--- src/hdl/stll_pkg.sv ---
// ----------------------------------------------------------------------------
// stll_pkg
// Shared types and constants of the symbol table load and lookup unit.
// ----------------------------------------------------------------------------
package stll_pkg;

  typedef enum logic [1:0] {
    STATUS_HIT   = 2'd0,
    STATUS_EMPTY = 2'd1,
    STATUS_NONE  = 2'd2
  } status_e;

  typedef enum logic [4:0] {
    PH_SKIP   = 5'b00001,
    PH_ADDR   = 5'b00010,
    PH_SPACES = 5'b00100,
    PH_NAME   = 5'b01000,
    PH_DONE   = 5'b10000
  } phase_e;

  localparam logic [7:0] ChrNl    = 8'h0A;
  localparam logic [7:0] ChrTab   = 8'h09;
  localparam logic [7:0] ChrSpace = 8'h20;
  localparam logic [7:0] ChrNul   = 8'h00;
  localparam logic [7:0] NameMax  = 8'hFF;

  function automatic logic [3:0] nibble_of(input logic [7:0] b);
    logic [3:0] n;
    n = 4'd0;
    if (b >= 8'h30 && b <= 8'h39) n = 4'(b - 8'h30);
    else if (b >= 8'h61 && b <= 8'h66) n = 4'(b - 8'h57);
    else if (b >= 8'h41 && b <= 8'h46) n = 4'(b - 8'h37);
    return n;
  endfunction

endpackage

--- src/hdl/stll_parser.sv ---
// ----------------------------------------------------------------------------
// stll_parser
// Section text parser: emits one table write per complete entry.
// ----------------------------------------------------------------------------
module stll_parser #(
  parameter int unsigned TABLE_DEPTH      = 8192,
  parameter int unsigned SECTION_POS_BITS = 20,
  parameter int unsigned ADDR_DIGITS      = 16,
  localparam int unsigned CntW = $clog2(TABLE_DEPTH + 1),
  localparam int unsigned IdxW = $clog2(TABLE_DEPTH)
) (
  input  logic                        clk_i,
  input  logic                        rst_ni,
  input  logic                        byte_valid_i,
  input  logic [7:0]                  text_byte_i,
  input  logic                        section_end_i,
  output logic                        wr_en_o,
  output logic [IdxW-1:0]             wr_idx_o,
  output logic [63:0]                 wr_addr_o,
  output logic [SECTION_POS_BITS-1:0] wr_start_o,
  output logic [7:0]                  wr_len_o,
  output logic [CntW-1:0]             count_o
);
  import stll_pkg::*;

  localparam int unsigned DigW = $clog2(ADDR_DIGITS + 1);

  phase_e                      phase_q, phase_d;
  logic [63:0]                 acc_q, acc_d;
  logic [DigW-1:0]             dig_q, dig_d;
  logic [SECTION_POS_BITS-1:0] pos_q, pos_d, start_q, start_d;
  logic [7:0]                  len_q, len_d;
  logic [CntW-1:0]             cnt_q, cnt_d;
  logic                        term, sep, commit;

  assign term = (text_byte_i == ChrNl) || (text_byte_i == ChrNul);
  assign sep  = term || (text_byte_i == ChrSpace) || (text_byte_i == ChrTab);

  always_comb begin
    phase_d = phase_q;
    acc_d   = acc_q;
    dig_d   = dig_q;
    pos_d   = pos_q;
    start_d = start_q;
    len_d   = len_q;
    commit  = 1'b0;
    if (byte_valid_i && phase_q != PH_DONE) begin
      pos_d = pos_q + 1'b1;
      unique case (phase_q)
        PH_SKIP: begin
          if (!sep) begin
            acc_d   = {60'd0, nibble_of(text_byte_i)};
            dig_d   = DigW'(1);
            phase_d = (ADDR_DIGITS <= 1) ? PH_SPACES : PH_ADDR;
          end
        end
        PH_ADDR: begin
          acc_d = {acc_q[59:0], nibble_of(text_byte_i)};
          dig_d = dig_q + 1'b1;
          if (dig_d >= DigW'(ADDR_DIGITS)) phase_d = PH_SPACES;
        end
        PH_SPACES: begin
          if (text_byte_i != ChrSpace) begin
            start_d = pos_q;
            if (term) begin
              len_d   = 8'd0;
              phase_d = PH_SKIP;
            end else begin
              len_d   = 8'd1;
              phase_d = PH_NAME;
            end
          end
        end
        PH_NAME: begin
          if (term) commit = 1'b1;
          else if (len_q != NameMax) len_d = len_q + 1'b1;
        end
        default: phase_d = phase_q;
      endcase
      if (section_end_i && phase_d == PH_NAME) commit = 1'b1;
      if (commit) phase_d = (cnt_q + 1'b1 >= CntW'(TABLE_DEPTH)) ? PH_DONE : PH_SKIP;
      if (section_end_i) phase_d = PH_DONE;
    end
  end

  assign cnt_d      = commit ? cnt_q + 1'b1 : cnt_q;
  assign wr_en_o    = commit;
  assign wr_idx_o   = cnt_q[IdxW-1:0];
  assign wr_addr_o  = acc_d;
  assign wr_start_o = start_d;
  assign wr_len_o   = len_d;
  assign count_o    = cnt_q;

  always_ff @(posedge clk_i or negedge rst_ni) begin
    if (!rst_ni) begin
      phase_q <= PH_SKIP;
      acc_q   <= '0;
      dig_q   <= '0;
      pos_q   <= '0;
      start_q <= '0;
      len_q   <= '0;
      cnt_q   <= '0;
    end else begin
      phase_q <= phase_d;
      acc_q   <= acc_d;
      dig_q   <= dig_d;
      pos_q   <= pos_d;
      start_q <= start_d;
      len_q   <= len_d;
      cnt_q   <= cnt_d;
    end
  end

endmodule

--- config.mk ---
export PLATFORM = sky130hd
export DESIGN_NAME = stll_parser
export DESIGN_NICKNAME = d
export VERILOG_FILES = /design/src/hdl/stll_pkg.sv /design/src/hdl/stll_parser.sv
export SDC_FILE = /design/constraint.sdc
export NUM_CORES = 1
export LEC_CHECK = 0
export BUFFER_PORTS_ARGS = -buffer_cell sky130_fd_sc_hd__buf_4
export CORE_MARGIN = 10
export CORE_UTILIZATION = 49
export CTS_CLUSTER_DIAMETER = 30
export DETAILED_ROUTE_END_ITERATION = 7
export PLACE_DENSITY = 0.85
export SYNTH_ARGS = -nofsm -noshare
export SYNTH_HDL_FRONTEND = slang
export SYNTH_SLANG_ARGS = --single-unit
--- constraint.sdc ---
create_clock -name clk_i -period 2.3 [get_ports clk_i]
set_clock_uncertainty 0.15 [all_clocks]
set_input_delay 0.115 -clock clk_i [delete_from_list [all_inputs] [get_ports clk_i]]
set_output_delay 0.115 -clock clk_i [all_outputs]
set_load 0.02 [all_outputs]
==> qor.yml <==
seqPwrFrac_pct: 40.7
dp_hpwl_mm: 11.3
cts-buffers-inserted: 17
final_cell_mix: "buf_4, dfrtp_1, buf_6, a22o_1, nand2_1"
grt_use_total_pct: 21.0
drive_gt1_share_pct: 52.9
crit_path_max_incr_delay_ns: 0.40
vias_per_cell: 6.12
synth_top_area_share_pct: 56.1
port_buffers: 131
cp_max_fo: 25
drcViolationCount: 0
synth_cell_type_count: 59
fp.coreArea_mm2: 0.0120
outcome: "finished with violations"
final_common_cell: "buf_4"
tightest_slew_ns: 0.618
clkTransAtPathRegs_ns: 0.06
yosys_warnings: 0
die_h_um: 131
insertion_delay_ns: 0.44
post-route-min-period_ns: 2.79
maxSlewViolCount: 0
synth_area_per_cell_um2: 11.9
p_int_mw: 4.86
routabilityCongestion: 0.898
rsz0062_at_grt: "yes"
synthAdderAreaFrac_pct: 1.66
tns_ns: -40.01
htreeDepth: 4
die_x_um: 131
muxShareOfSynthArea_pct: 4.49
wl_per_cell_um: 24.4
synth_top_family_by_area: "compound AO/OA/AOI/OAI gates"
relSlewSlack_pct: 58.5
synth_cells: 505
p_switching_mw: 1.35
synth-simple-area-share_pct: 12.3
power.total_mw: 6.21
synthTopCellsByArea: "dfrtp_1, a22o_1, xnor2_1"
cts_tree: "built"
synth-xor-area-share_pct: 5.23
synth-edff-count: 0
diodes: 0
syn_to_final_growth_pct: 66.6
clock_sinks: 136
grt_pass1_wl_mm: 28.1
path_cells: "buf_4 -> buf_4 -> inv_2 -> o2111ai_4 -> a21oi_4 -> nand2_8 -> buf_12 -> a22o_1 -> buf_4"
grt_antenna_before_repair: 0
root_buffer: "clkbuf_16"
gr-total-overflow: 0
ys.flop_type: "dfrtp_1"
critPathRequiredTime_ns: 2.04
grt_start_max_net_pins: 63
initial_core_util_pct: 50.2
drv_cap: 0
period_share_pct: 121
yosysTopAreaCell: "dfrtp_1"
async_flop_share_pct: 100
hp-class: "in2reg"
max_freq_ghz: 0.358
comb_power_share_pct: 5.8
synth_compound_area_share_pct: 15.8
critPathLaunchType: "flip-flop"
setup_viol: 119
pin_count: 132
cpMostUsedCell: "buf_4"
violations: "setup timing"
fin_ws_ns: -0.490
fin_util_pct: 83.6
synth_seq_cells: 136
die_area_mm2: 0.0171
syn_nets: 525
synth-seq-area-share_pct: 56.5
power.leakage_nw: 4.97
dr.pass1.iters: 7
final_nets: 769
row_count: 40
synth_area_mm2: 0.00602
grt_pass1_vias: 5445
critPathKind: "reg2out"
endpoint_kind: "primary output"
swShare_pct: 21.8
crit_slowest_cell: "dfrtp_1"
hold_slack_ns: 0.00865
place_worst_setup_slack_ns: -0.330
cts_max_path_buffers: 2
p_clk_share_pct: 53.6
ant_nets: 0
detail_route.iter0.violations: 438
vias: 5561
arrival_ns: 2.52
hold_violations: 0
powerDensity_mw_per_mm2: 619
totalWireLength_mm: 22.2
vdd_drop_max_mv: 0.500
[power by group through the flow]
stage	combinational [mW]	sequential [mW]	clock (mW)
floorplan	0.135	2.54	0
finish	0.360	2.53	3.33
detailed placement	0.293	2.55	0
global placement	0.280	2.55	0
global route	0.389	2.53	3.48
CTS	0.313	2.51	3.32
[cell families after synthesis]
| kind of cell | count (synthesis) |
|---|---|
| AO/OA/AOI/OAI | 125 |
| XOR/XNOR | 36 |
| adder cells (fa/ha/maj) | 8 |
| buffers and inverters | 48 |
| flip-flops | 136 |
| multiplexers | 24 |
| AND/OR/NAND/NOR | 128 |
[Yosys cell counts, drive strengths merged (8+ instances only)]
library cell  count
a21oi            11
a22o             64
buf              16
clkbuf           23
dfrtp           135
ha                8
inv               9
mux2             21
nand2            35
nand3            16
nor2             21
nor3             13
o21ai            21
xnor2            18
xor2             18
[per-stage QoR]
stage / instances / instance area, µm²
5_1_grt: 909 / 10000
6_report: 909 / 10000
4_1_cts: 885 / 9190
2_1_floorplan: 505 / 6150
3_5_place_dp: 824 / 7760
3_3_place_gp: 824 / 7760
[path summary, 6_finish.rpt]
path                           startpoint             to  slack [ns]  depth (start not counted)
max                            phase_q[1]  wr_addr_o[59]       -0.49                          9
min reg2reg                     pos_q[15]      pos_q[15]        0.34                          1
max in group asynchronous          rst_ni       acc_q[6]        1.02                          3
max reg2reg                    phase_q[1]    count_o[11]       -0.29                          9
min                        text_byte_i[0]       acc_q[0]       0.009                          4
min in group asynchronous          rst_ni      acc_q[40]        0.09                          2
[cell type report]
cell class,count,area [µm²]
Timing Repair Buffer,264,2640
Inverter,9,33.8
Clock inverter,11,240
Sequential cell,136,3410
Tap cell,147,184
Fill cell,560,1970
Clock buffer,21,480
Multi-Input combinational cell,321,3050
[worst max-delay path, delay by kind of cell, from the launching register on]
family                 cells  cell delay, ns
AND/OR/NAND/NOR            1            0.13
flip-flops                 1            0.40
AO/OA/AOI/OAI              3            0.74
buffers and inverters      5            0.80
[per-layer routing]
metal,routed length (µm),track usage (%),up-vias
met1,8230,23.9,2846
met3,1500,6.20,81
met4,859,7.26,0
li1,-,-,2330
met5,0,0,-
met2,11600,36.7,304
[registers in the layout, summed over array words and instances (netlist names)]
register / cells
count_o: 14
pos_q: 20
start_q: 20
phase_q: 5
dig_q: 5
acc_q: 64
len_q: 8
[what timing repair did]
item / CTS / global route
cloned: 4 / 8
endpoints found under the hold margin: 51 / 0
resized for setup: 100 / 133
setup buffers: 21 / 21
setup endpoints to repair: 106 / 110
pin swaps: 37 / 32
hold buffers: 4 / 0
Power figures use the tool's default switching activity.
